<file path="src/sv/wbmp_type0_stream_validator_core_assert.svh">
// Assertion macros shared by the WBMP validator RTL.
`ifndef WBMP_TYPE0_STREAM_VALIDATOR_CORE_ASSERT_SVH
`define WBMP_TYPE0_STREAM_VALIDATOR_CORE_ASSERT_SVH

// Same-cycle implication, sampled on clk, off while rst_n is low.
`define WBMP_ASSERT_SAME(lbl, cond, prop) \
    lbl: assert property (@(posedge clk) disable iff (!rst_n) (cond) |-> (prop)) \
        else $error("wbmp validator assertion failed");

// Next-cycle implication, sampled on clk, off while rst_n is low.
`define WBMP_ASSERT_NEXT(lbl, cond, prop) \
    lbl: assert property (@(posedge clk) disable iff (!rst_n) (cond) |=> (prop)) \
        else $error("wbmp validator assertion failed");

`endif

</file>
<file path="src/sv/wbmpsv_pkg.sv">
// Types and constants of the WBMP type 0 stream validator.
package wbmpsv_pkg;

    typedef enum logic [2:0] {
        PH_TYPE   = 3'd0,
        PH_FIXED  = 3'd1,
        PH_WIDTH  = 3'd2,
        PH_HEIGHT = 3'd3,
        PH_DATA   = 3'd4
    } phase_t;

    typedef logic [2:0] status_t;

    localparam status_t ST_OK       = 3'd0;
    localparam status_t ST_TRUNC    = 3'd1;
    localparam status_t ST_TYPE     = 3'd2;
    localparam status_t ST_HEADER   = 3'd3;
    localparam status_t ST_DIMS     = 3'd4;
    localparam status_t ST_OVERFLOW = 3'd5;
    localparam status_t ST_DATASIZE = 3'd6;
    localparam status_t ST_PADDING  = 3'd7;

    // fixed header byte: bits 7 and 4..0 must be clear
    localparam logic [7:0]  FIXED_MASK    = 8'h9F;
    localparam logic [31:0] WIDTH_MAX     = 32'hFFFF_FFF8;
    localparam logic [2:0]  MB_OCTETS     = 3'd5;
    localparam logic [3:0]  HDR_COUNT_MAX = 4'd15;
    localparam logic [32:0] COUNT_MAX     = 33'h1_FFFF_FFFF;

    localparam int OUT_BITS  = 3 + 32 + 32 + 29 + 32 + 4;
    localparam int OUT_BYTES = (OUT_BITS + 7) / 8;

endpackage

</file>
<file path="src/sv/wbmp_type0_stream_validator_core.sv">
// WBMP type 0 stream validator: header parse, geometry and pixel data checks.
// The result is registered: it is on m_axis in the cycle after the transfer of the last byte.
// Throughput: one byte per cycle; only a last byte waits, and only while a
//   previous result is still held in the output register.
// The 29x32 geometry multiply runs in the cycle the height field completes.
// Reset (rst_n low, asynchronous): parser expects a type byte, no result held.
`include "wbmp_type0_stream_validator_core_assert.svh"

module wbmp_type0_stream_validator_core
(
    input  logic         clk,
    input  logic         rst_n,

    input  logic         s_axis_tvalid,
    output logic         s_axis_tready,
    input  logic [7:0]   s_axis_tdata,   // [7:0] byte_value
    input  logic         s_axis_tlast,   // last_byte

    output logic         m_axis_tvalid,
    input  logic         m_axis_tready,
    // [2:0] status_code, [34:3] image_width, [66:35] image_height,
    // [95:67] bytes_per_row, [127:96] pixel_byte_total, [131:128] header_length,
    // [135:132] zero
    output logic [wbmpsv_pkg::OUT_BYTES*8-1:0] m_axis_tdata
);

    localparam int PadBits = wbmpsv_pkg::OUT_BYTES * 8 - wbmpsv_pkg::OUT_BITS;

    // ------------------------------------------------------------------
    // Parser state
    // ------------------------------------------------------------------
    wbmpsv_pkg::phase_t  phase_reg,     phase_next;
    logic [2:0]          octet_reg,     octet_next;
    logic [31:0]         acc_reg,       acc_next;
    logic [31:0]         width_reg,     width_next;
    logic [31:0]         height_reg,    height_next;
    logic [28:0]         rb_pre_reg,    rb_pre_next;   // (width+7)/8, ready early
    logic [28:0]         row_len_reg,   row_len_next;
    logic [31:0]         total_reg,     total_next;
    logic [3:0]          hdr_cnt_reg,   hdr_cnt_next;
    logic [32:0]         data_cnt_reg,  data_cnt_next;
    logic [28:0]         row_pos_reg,   row_pos_next;
    wbmpsv_pkg::status_t err_reg,       err_next;
    logic                pad_bad_reg,   pad_bad_next;

    // Result register
    logic                out_valid_reg;
    wbmpsv_pkg::status_t out_status_reg, out_status_next;
    logic [31:0]         out_width_reg;
    logic [31:0]         out_height_reg;
    logic [28:0]         out_rb_reg;
    logic [31:0]         out_total_reg;
    logic [3:0]          out_hlen_reg,   out_hlen_next;

    logic        s_xfer;
    logic        last_xfer;

    // ------------------------------------------------------------------
    // Datapath helpers
    // ------------------------------------------------------------------
    logic [31:0] acc_shift;
    logic        acc_over;
    logic [2:0]  octet_inc;
    logic [32:0] rb_sum;
    logic [60:0] prod;
    logic        prod_over;
    logic [29:0] row_pos_inc;
    logic [7:0]  pad_mask;
    logic [32:0] span_sum;
    logic        header_done;

    assign acc_over    = |acc_reg[31:25];   // another 7 bits would not fit
    assign acc_shift   = {acc_reg[24:0], s_axis_tdata[6:0]};
    assign octet_inc   = octet_reg + 3'd1;
    assign rb_sum      = {1'b0, acc_shift} + 33'd7;
    assign prod        = 61'(rb_pre_reg) * 61'(acc_shift);
    assign prod_over   = |prod[60:32];
    assign row_pos_inc = {1'b0, row_pos_reg} + 30'd1;
    assign pad_mask    = 8'hFF >> width_reg[2:0];
    assign span_sum    = {1'b0, total_reg} + {29'd0, hdr_cnt_next};

    // A last byte may only pass when the result slot is free or draining.
    assign s_axis_tready = !out_valid_reg || m_axis_tready || !s_axis_tlast;
    assign s_xfer        = s_axis_tvalid && s_axis_tready;
    assign last_xfer     = s_xfer && s_axis_tlast;

    // ------------------------------------------------------------------
    // Next-state logic, one byte per transfer
    // ------------------------------------------------------------------
    always_comb
    begin
        phase_next     = phase_reg;
        octet_next     = octet_reg;
        acc_next       = acc_reg;
        width_next     = width_reg;
        height_next    = height_reg;
        rb_pre_next    = rb_pre_reg;
        row_len_next   = row_len_reg;
        total_next     = total_reg;
        hdr_cnt_next   = hdr_cnt_reg;
        data_cnt_next  = data_cnt_reg;
        row_pos_next   = row_pos_reg;
        err_next       = err_reg;
        pad_bad_next   = pad_bad_reg;
        header_done    = 1'b0;

        if (s_xfer && err_reg == wbmpsv_pkg::ST_OK)
        begin
            unique case (phase_reg)
                wbmpsv_pkg::PH_TYPE:
                begin
                    hdr_cnt_next = 4'd1;
                    if (s_axis_tdata != 8'd0)
                        err_next = wbmpsv_pkg::ST_TYPE;
                    else
                        phase_next = wbmpsv_pkg::PH_FIXED;
                end
                wbmpsv_pkg::PH_FIXED:
                begin
                    hdr_cnt_next = hdr_cnt_reg + 4'd1;
                    if ((s_axis_tdata & wbmpsv_pkg::FIXED_MASK) != 8'd0)
                        err_next = wbmpsv_pkg::ST_HEADER;
                    else
                    begin
                        phase_next = wbmpsv_pkg::PH_WIDTH;
                        acc_next   = 32'd0;
                        octet_next = 3'd0;
                    end
                end
                wbmpsv_pkg::PH_WIDTH,
                wbmpsv_pkg::PH_HEIGHT:
                begin
                    if (hdr_cnt_reg < wbmpsv_pkg::HDR_COUNT_MAX)
                        hdr_cnt_next = hdr_cnt_reg + 4'd1;
                    if (acc_over)
                        err_next = wbmpsv_pkg::ST_OVERFLOW;
                    else if (s_axis_tdata[7])
                    begin
                        // continuation octet
                        acc_next   = acc_shift;
                        octet_next = octet_inc;
                        if (octet_inc >= wbmpsv_pkg::MB_OCTETS)
                            err_next = wbmpsv_pkg::ST_OVERFLOW;
                    end
                    else if (phase_reg == wbmpsv_pkg::PH_WIDTH)
                    begin
                        width_next  = acc_shift;
                        rb_pre_next = rb_sum[31:3];
                        phase_next  = wbmpsv_pkg::PH_HEIGHT;
                        acc_next    = 32'd0;
                        octet_next  = 3'd0;
                    end
                    else
                    begin
                        // height complete: geometry checks
                        acc_next    = acc_shift;
                        height_next = acc_shift;
                        if (width_reg == 32'd0 || acc_shift == 32'd0)
                            err_next = wbmpsv_pkg::ST_DIMS;
                        else if (width_reg > wbmpsv_pkg::WIDTH_MAX)
                            err_next = wbmpsv_pkg::ST_OVERFLOW;
                        else
                        begin
                            row_len_next = rb_pre_reg;
                            if (prod_over)
                                err_next = wbmpsv_pkg::ST_OVERFLOW;
                            else
                            begin
                                total_next    = prod[31:0];
                                phase_next    = wbmpsv_pkg::PH_DATA;
                                data_cnt_next = 33'd0;
                                row_pos_next  = 29'd0;
                                header_done   = 1'b1;
                            end
                        end
                    end
                end
                wbmpsv_pkg::PH_DATA:
                begin
                    if (data_cnt_reg < {1'b0, total_reg})
                    begin
                        if (row_pos_inc >= {1'b0, row_len_reg})
                        begin
                            // last byte of a row: unused low bits must be zero
                            if (width_reg[2:0] != 3'd0 && (s_axis_tdata & pad_mask) != 8'd0)
                                pad_bad_next = 1'b1;
                            row_pos_next = 29'd0;
                        end
                        else
                            row_pos_next = row_pos_inc[28:0];
                    end
                    if (data_cnt_reg < wbmpsv_pkg::COUNT_MAX)
                        data_cnt_next = data_cnt_reg + 33'd1;
                end
                default:
                begin
                    err_next = err_reg;
                end
            endcase
        end
    end

    // ------------------------------------------------------------------
    // Result for a last byte, from the post-update state
    // ------------------------------------------------------------------
    always_comb
    begin
        out_hlen_next = 4'd0;
        priority if (err_next != wbmpsv_pkg::ST_OK)
            out_status_next = err_next;
        else if (phase_next != wbmpsv_pkg::PH_DATA)
            out_status_next = wbmpsv_pkg::ST_TRUNC;
        else if (header_done)
        begin
            // header ended on the last byte: no pixel bytes, total is nonzero
            out_hlen_next   = hdr_cnt_next;
            out_status_next = wbmpsv_pkg::ST_DATASIZE;
        end
        else
        begin
            out_hlen_next = hdr_cnt_next;
            if (data_cnt_next != {1'b0, total_reg} || span_sum[32])
                out_status_next = wbmpsv_pkg::ST_DATASIZE;
            else if (pad_bad_next)
                out_status_next = wbmpsv_pkg::ST_PADDING;
            else
                out_status_next = wbmpsv_pkg::ST_OK;
        end
    end

    // ------------------------------------------------------------------
    // State registers; a last-byte transfer returns to the reset state
    // ------------------------------------------------------------------
    always_ff @(posedge clk or negedge rst_n)
    begin
        if (!rst_n)
        begin
            phase_reg     <= wbmpsv_pkg::PH_TYPE;
            octet_reg     <= 3'd0;
            acc_reg       <= 32'd0;
            width_reg     <= 32'd0;
            height_reg    <= 32'd0;
            rb_pre_reg    <= 29'd0;
            row_len_reg   <= 29'd0;
            total_reg     <= 32'd0;
            hdr_cnt_reg   <= 4'd0;
            data_cnt_reg  <= 33'd0;
            row_pos_reg   <= 29'd0;
            err_reg       <= wbmpsv_pkg::ST_OK;
            pad_bad_reg   <= 1'b0;
        end
        else if (last_xfer)
        begin
            phase_reg     <= wbmpsv_pkg::PH_TYPE;
            octet_reg     <= 3'd0;
            acc_reg       <= 32'd0;
            width_reg     <= 32'd0;
            height_reg    <= 32'd0;
            rb_pre_reg    <= 29'd0;
            row_len_reg   <= 29'd0;
            total_reg     <= 32'd0;
            hdr_cnt_reg   <= 4'd0;
            data_cnt_reg  <= 33'd0;
            row_pos_reg   <= 29'd0;
            err_reg       <= wbmpsv_pkg::ST_OK;
            pad_bad_reg   <= 1'b0;
        end
        else
        begin
            phase_reg     <= phase_next;
            octet_reg     <= octet_next;
            acc_reg       <= acc_next;
            width_reg     <= width_next;
            height_reg    <= height_next;
            rb_pre_reg    <= rb_pre_next;
            row_len_reg   <= row_len_next;
            total_reg     <= total_next;
            hdr_cnt_reg   <= hdr_cnt_next;
            data_cnt_reg  <= data_cnt_next;
            row_pos_reg   <= row_pos_next;
            err_reg       <= err_next;
            pad_bad_reg   <= pad_bad_next;
        end
    end

    // Result valid flag
    always_ff @(posedge clk or negedge rst_n)
    begin
        if (!rst_n)
            out_valid_reg <= 1'b0;
        else if (last_xfer)
            out_valid_reg <= 1'b1;
        else if (m_axis_tready)
            out_valid_reg <= 1'b0;
    end

    // Result payload, loaded on a last-byte transfer
    always_ff @(posedge clk)
    begin
        if (last_xfer)
        begin
            out_status_reg <= out_status_next;
            out_width_reg  <= width_next;
            out_height_reg <= height_next;
            out_rb_reg     <= row_len_next;
            out_total_reg  <= total_next;
            out_hlen_reg   <= out_hlen_next;
        end
    end

    assign m_axis_tvalid = out_valid_reg;
    assign m_axis_tdata  = {{PadBits{1'b0}}, out_hlen_reg, out_total_reg, out_rb_reg,
                            out_height_reg, out_width_reg, out_status_reg};

    // ------------------------------------------------------------------
    // Assertions
    // ------------------------------------------------------------------
    `WBMP_ASSERT_NEXT(a_last_restarts, last_xfer, phase_reg == wbmpsv_pkg::PH_TYPE && err_reg == wbmpsv_pkg::ST_OK && data_cnt_reg == 33'd0)
    `WBMP_ASSERT_SAME(a_result_from_last, $rose(out_valid_reg), $past(last_xfer))
    `WBMP_ASSERT_SAME(a_data_geometry, phase_reg == wbmpsv_pkg::PH_DATA, total_reg != 32'd0 && row_len_reg != 29'd0)
    `WBMP_ASSERT_SAME(a_row_pos_bound, phase_reg == wbmpsv_pkg::PH_DATA, row_pos_reg < row_len_reg)

endmodule

</file>
<file path="config.mk">
export PLATFORM = sky130hd
export DESIGN_NAME = wbmp_type0_stream_validator_core
export DESIGN_NICKNAME = d
export VERILOG_FILES = /design/src/sv/wbmpsv_pkg.sv /design/src/sv/wbmp_type0_stream_validator_core.sv
export VERILOG_INCLUDE_DIRS = /design/src /design/src/sv
export SDC_FILE = /design/constraint.sdc
export NUM_CORES = 2
export LEC_CHECK = 0
export BUFFER_PORTS_ARGS = -buffer_cell sky130_fd_sc_hd__buf_2
export CAP_MARGIN = 20
export CORE_UTILIZATION = 55
export CTS_CLUSTER_SIZE = 20
export DETAILED_ROUTE_END_ITERATION = 10
export HOLD_SLACK_MARGIN = 0.12
export PLACE_DENSITY = 0.72
export SLEW_MARGIN = 20
export SYNTH_ARGS = -nofsm -noshare
export SYNTH_HDL_FRONTEND = slang
export SYNTH_SLANG_ARGS = --single-unit
</file>
<file path="constraint.sdc">
create_clock -name clk -period 23.9 [get_ports clk]
set_input_delay 0 -clock clk [delete_from_list [all_inputs] [get_ports clk]]
set_output_delay 0 -clock clk [all_outputs]
set_load 0.02 [all_outputs]
</file>
After elaboration in Yosys (flattened, before gate mapping) --
Index checks and enable logic that the tools add are counted.
Cells by class: $add $sub $neg 6, $mul 1, divide/modulo/power cells 0, order comparisons 6, equal/unequal tests 17, shift operators 1, multiplexer cells 118, bitwise gates (word level) 1, reduce and logical (&&, ||, !) cells 33
Operator list (number):
- 32-bit 2-to-1 mux | 27
- 29-bit 2-to-1 mux | 24
- 33-bit 2-to-1 mux | 9
- 3-bit 2-to-1 mux | 32
- 33-bit one-hot mux with 2 select lines | 1
- 32-bit logical NOT | 2
- 32-bit one-hot mux with 2 select lines | 1
- 29-bit by 32-bit multiplier with 61-bit output | 1
- 29-bit one-hot mux with 2 select lines | 1
- 32-bit by 4-bit adder with 33-bit output | 1
- 33-bit by 1-bit adder with 33-bit output (second input constant) | 1
- 33-bit by 32-bit < comparator with 1-bit output | 1
- 33-bit < comparator (second input constant) | 1
- 33-bit by 32-bit inequality test with 1-bit output | 1
- 32-bit by 3-bit adder with 32-bit output (second input constant) | 1
- 32-bit > comparator (second input constant) | 1
- 29-bit by 1-bit adder with 30-bit output (second input constant) | 1
- 30-bit by 29-bit >= comparator with 1-bit output | 1
- 29-bit OR reduction | 1
- 3-bit inequality test (second input constant) | 9
- 8-bit nonzero test | 3
- 3-bit one-hot mux with 3 select lines | 2
- 1-bit 2-to-1 mux | 16
- 4-bit 2-to-1 mux | 3
- other kinds (25) | 42
Storage, ports and cells: register bits 395, latch bits 0, RAM bits 0, bits in read-only memories 0, input bits 13, output and inout bits 138, logic and storage cells 203, memories 0

Logic depth before layout (Yosys ltp) --
word-level depth 16, depth in mapped cells 37, depth with buffers taken out 32

Least setup slack after synthesis --
Ideal clock, no wire load.
path type reg-to-reg, from register acc_reg[17], to register out_status_reg[1] (data pin), library setup time 0.159 ns, arrival time 9.100 ns, data required time 23.741 ns, setup slack 14.641 ns, stages on the path, launching flop included 34, buffers on the path 4, clock period less this slack 9.259 ns, cells stage by stage dfrtp_1 clkbuf_1 buf_1 nand2_1 fa_1 inv_1 fa_1 inv_1 fa_1 inv_1 fa_1 fa_1 fa_1 fa_1 inv_1 fa_1 inv_1 ha_1 nand4_4 nor4_4 nand3_2 a31o_4 a21o_1 a211oi_2 o21ai_0 or4_1 nor4_2 nand3_1 buf_2 o31ai_2 nand3_1 or4b_1 buf_2 a22oi_1
Between the ends: cells in the longest elaborated chain, start to end 16, elaborated cells on any way between the ends 44, classes of those cells 1 x mul; 2 x eq/ne; 36 x mux; 5 x reduce/logical
RTL lines:
- start: declaration | line wbmp_type0_stream_validator_core.sv:34 | logic [31:0] acc_reg, acc_next;
- start signal: assignment | line wbmp_type0_stream_validator_core.sv:272 | acc_reg <= acc_next;
- 29-bit by 32-bit multiplier with 61-bit output | line wbmp_type0_stream_validator_core.sv:76 | assign prod = 61'(rb_pre_reg) * 61'(acc_shift);
- 29-bit OR reduction | line wbmp_type0_stream_validator_core.sv:77 | assign prod_over = |prod[60:32];
- 33-bit 2-to-1 mux | line wbmp_type0_stream_validator_core.sv:165 | if (prod_over)
- 33-bit 2-to-1 mux | line wbmp_type0_stream_validator_core.sv:160 | else if (width_reg > wbmpsv_pkg::WIDTH_MAX)
- 33-bit 2-to-1 mux | line wbmp_type0_stream_validator_core.sv:158 | if (width_reg == 32'd0 || acc_shift == 32'd0)
- 33-bit 2-to-1 mux | line wbmp_type0_stream_validator_core.sv:145 | else if (phase_reg == wbmpsv_pkg::PH_WIDTH)
- 33-bit 2-to-1 mux | line wbmp_type0_stream_validator_core.sv:137 | else if (s_axis_tdata[7])
- 33-bit 2-to-1 mux | line wbmp_type0_stream_validator_core.sv:135 | if (acc_over)
- 33-bit one-hot mux with 2 select lines | line wbmp_type0_stream_validator_core.sv:109 | unique case (phase_reg)
- 33-bit 2-to-1 mux | line wbmp_type0_stream_validator_core.sv:107 | if (s_xfer && err_reg == wbmpsv_pkg::ST_OK)
- 33-bit by 32-bit inequality test with 1-bit output | line wbmp_type0_stream_validator_core.sv:222 | if (data_cnt_next != {1'b0, total_reg} || span_sum[32])
- 1-bit logical OR | line wbmp_type0_stream_validator_core.sv:222
- 3-bit 2-to-1 mux | line wbmp_type0_stream_validator_core.sv:222
- 3-bit 2-to-1 mux | line wbmp_type0_stream_validator_core.sv:213 | else if (header_done)
- 3-bit 2-to-1 mux | line wbmp_type0_stream_validator_core.sv:211 | else if (phase_next != wbmpsv_pkg::PH_DATA)
- 3-bit 2-to-1 mux * | line wbmp_type0_stream_validator_core.sv:209 | priority if (err_next != wbmpsv_pkg::ST_OK)
- via out_status_next[1] | line wbmp_type0_stream_validator_core.sv:48 | wbmpsv_pkg::status_t out_status_reg, out_status_next;
- end signal: assignment | line wbmp_type0_stream_validator_core.sv:302 | out_status_reg <= out_status_next;
- end: declaration | line wbmp_type0_stream_validator_core.sv:48
The timed path passes the listed nets; every way through them passes the cells marked *. A chain may end at the register's enable or synchronous reset.

Worst setup path after layout --
from register acc_reg[11], to register row_pos_reg[12]
Between the ends: cells in the longest elaborated chain, start to end 4, elaborated cells on any way between the ends 7, classes of those cells 1 x mul; 2 x eq/ne; 4 x reduce/logical
RTL lines:
- 29-bit by 32-bit multiplier with 61-bit output or 32-bit logical NOT (tied branches) | line wbmp_type0_stream_validator_core.sv:76, wbmp_type0_stream_validator_core.sv:158
- 29-bit OR reduction or 1-bit logical OR (tied branches) | line wbmp_type0_stream_validator_core.sv:77, wbmp_type0_stream_validator_core.sv:158
- 3-bit inequality test (no line)
- 9-bit AND reduction (no line) *
- end signal: assignment | line wbmp_type0_stream_validator_core.sv:280 | row_pos_reg <= row_pos_next;
- end: declaration | line wbmp_type0_stream_validator_core.sv:42 | logic [28:0] row_pos_reg, row_pos_next;
Mark *: on every way between the ends. The rest lies on a longest branch, timed or not.

==> results.sh <==
export IMPL_grt_max_degree=136
export IMPL_fill_cells=8110
export IMPL_fp_dieW_um=309
export IMPL_clk_latency_ns=0.62
export IMPL_first_iter_violations=3828
export IMPL_route_detailed_drc=0
export IMPL_vias=40400
export IMPL_final_util_pct=59.0
export IMPL_antenna_found_initial=7
export IMPL_reg2regPathDepth=30
export IMPL_io_buffers=146
export IMPL_worstMarginPinSlew_ns=1.14
export IMPL_cts_sinks=395
export IMPL_ys_ff_latch=395
export IMPL_critPathMaxStageDelay_ns=0.85
export IMPL_worstPathArrival_ns=12.16
export IMPL_dieArea_sq_um=95300
export IMPL_setup_tns_final_ns=0
export IMPL_worstPathRequired_ns=24.43
export IMPL_htree_levels=2
export IMPL_cts_tree="built"
export IMPL_path_common_cell="fa_1"
export IMPL_wirelength_um=157000
export IMPL_ys_warn_count=0
export IMPL_dr_pass1_iters=6
export IMPL_cts_buffer_depth=3
export IMPL_track_usage_pct=33.7
export IMPL_ys_flop_type="dfrtp_1"
export IMPL_netlist_area_sq_um=51700
export IMPL_p_per_area_nw_per_um2=28.3
export IMPL_diodes=0
export IMPL_holdBufCountCts=15
export IMPL_grt_overflow=0
export IMPL_grt_pass1_vias=41400
export IMPL_post_cts_buffers=0
export IMPL_routabilityCongestion=0.959
export IMPL_yosysUniqueCellTypes=92
export IMPL_crit_type="flop to flop"
export IMPL_seq_area_frac_synth_pct=20.4
export IMPL_cap_violations=0
export IMPL_worstHoldPathType="flop to flop"
export IMPL_drive_above_1_share_pct=7.85
export IMPL_hold_viol=0
export IMPL_largest_register_ff_count=33
export IMPL_period_needed_ns=11.63
export IMPL_stdcell_count=6772
export IMPL_rows=112
export IMPL_setup_ws_ns=12.27
export IMPL_rsz0062_at_grt="false"
export IMPL_syn2layout_area_growth_pct=6.31
export IMPL_fmax_ghz=0.0860
export IMPL_cts_buffers_inserted=43
export IMPL_seq_area_sq_um=10600
export IMPL_syn_avg_cell_area_sq_um=9.33
export IMPL_cpMaxStageDelayCell="nor4_2"
export IMPL_synth_edf_count=132
export IMPL_via_per_inst=5.96
export IMPL_p_leak_nw=24.8
export IMPL_placed_cells=6677
export IMPL_pre_cts_slack_ns=12.25
export IMPL_p_total_w=0.00156
export IMPL_drv_slew=0
export IMPL_wl_per_cell_um=23.2
export IMPL_ir_drop_v=0.0000449
export IMPL_end_kind="flop"
export IMPL_cts_resized=0
export IMPL_start_util_pct=55.5
export IMPL_multi_input_area_sq_um=36600
export IMPL_layout_commonest_cell="inv_1"
export IMPL_grt_pass1_wl_um=244000
export IMPL_nNetsFinal=6618
export IMPL_cts_root_buf="clkbuf_16"
export IMPL_crit_fanout=23
export IMPL_dp_hpwl_um=118000
export IMPL_synthCells=5546
export IMPL_period_share_pct=48.7
export IMPL_fin_worst_skew_ns=0.0489
export IMPL_maxSlewHeadroom_pct=24.1
export IMPL_setup_viol=0
export IMPL_status="finished clean"
export IMPL_die_h_um=309
export IMPL_detail_route_antenna_nets=0
export IMPL_ioPinCount=151
export IMPL_layout_common_cells="inv_1 (880), fa_1 (805), and2_1 (705)"
export IMPL_fp_coreArea_sq_um=93200
export IMPL_whs_path_depth=2
export IMPL_clkTransAtPathRegs_ns=0.07
export IMPL_synthArstFlopShare_pct=66.6
export IMPL_critPathLaunchType="flop"
synthesized netlist by cell type (8+ instances only):
cell type | instances | area [sq um]
o21bai_1 | 22 | 165
a211o_1 | 8 | 70.1
o31ai_1 | 8 | 60.1
fa_1 | 805 | 16100
o21ai_0 | 130 | 651
nor3b_1 | 11 | 82.6
o22ai_1 | 8 | 50.1
dfrtp_1 | 263 | 6580
a221oi_1 | 8 | 70.1
nor3_1 | 54 | 270
nand2_1 | 656 | 2460
nand3_1 | 73 | 365
inv_1 | 880 | 3300
mux2i_1 | 23 | 230
clkbuf_1 | 294 | 1100
buf_2 | 29 | 145
nand2b_1 | 11 | 68.8
o2111ai_1 | 8 | 70.1
edfxtp_1 | 132 | 3960
xor2_1 | 46 | 403
o21a_1 | 18 | 135
xnor2_1 | 66 | 578
nor4_1 | 35 | 219
a22o_1 | 23 | 201
mux2_2 | 94 | 1060
ha_1 | 317 | 3970
or4_1 | 12 | 90.1
nor2b_1 | 19 | 119
a21oi_1 | 177 | 886
o211ai_1 | 16 | 120
a21o_1 | 46 | 345
o21ai_1 | 17 | 85.1
nor2_1 | 187 | 702
buf_1 | 24 | 90.1
a211oi_1 | 42 | 315
nand4_1 | 75 | 469
a31oi_1 | 27 | 169
and4_1 | 12 | 105
and3_1 | 30 | 188
and2_1 | 705 | 4410
or3_1 | 16 | 100
a311oi_1 | 8 | 70.1
per-layer routing:
metal  share of wire (%)  vias to the layer above  global-route usage (%)
li1                    -                    17400                       -
met1                  39                    20600                    43.9
met2                  48                     1830                    55.2
met3                 7.1                      485                    4.36
met4                 5.9                        2                    17.9
met5              0.0076                        -                       0
metrics by stage:
stage / hold slack, ns / instance area (sq um)
2_1_floorplan: -0.296 / 51700
6_report: 0.479 / 55000
4_1_cts: 0.485 / 55000
3_5_place_dp: 0.0168 / 53300
5_1_grt: 0.509 / 55000
3_3_place_gp: 0.0179 / 53300
worst max-delay path, delay by kind of cell (launching register included):
kind	cells	cell delay, ns
and+or+nand+nor	8	3.16
AOI/OAI and AO/OA	7	2.28
buffers and inverters	6	0.90
DFF	1	0.80
adders and majority gates	9	4.37
report_power, final:
| part | internal (W) | switching (W) |
|---|---|---|
| logic | 0.0000310 | 0.0000893 |
| clock network | 0.000407 | 0.000307 |
| registers | 0.000714 | 0.00000985 |
final timing paths:
kind | from | endpoint | slack, ns
setup / recovery | acc_reg[11] | row_pos_reg[12] | 12.27
hold / removal | acc_reg[7] | acc_reg[7] | 0.48
setup reg to reg | acc_reg[11] | row_pos_reg[12] | 12.27
hold reg to reg | acc_reg[7] | acc_reg[7] | 0.48
max in group asynchronous | rst_n | rb_pre_reg[23] | 21.49
min in group asynchronous | rst_n | data_cnt_reg[19] | 0.58
cells by family after synthesis:
| group | count (synthesis) | share of synthesized area (%) |
|---|---|---|
| XOR/XNOR | 112 | 1.90 |
| adder cells (fa/ha/maj) | 1122 | 38.8 |
| buffers and inverters | 1235 | 9.08 |
| AND/OR/NAND/NOR | 1924 | 19.2 |
| other | 1 | 0.00725 |
| AO/OA/AOI/OAI | 640 | 8.12 |
| multiplexers | 117 | 2.49 |
| flip-flops | 395 | 20.4 |
area by class of cell:
class                           instances  area share (%)
Multi-Input combinational cell       3919            66.5
Clock inverter                         31           0.687
Sequential cell                       395            19.2
Clock buffer                           49            2.02
Timing Repair Buffer                  243            2.77
Tap cell                             1254            2.85
Inverter                              881            6.03
(Power assumes the default switching activity.)
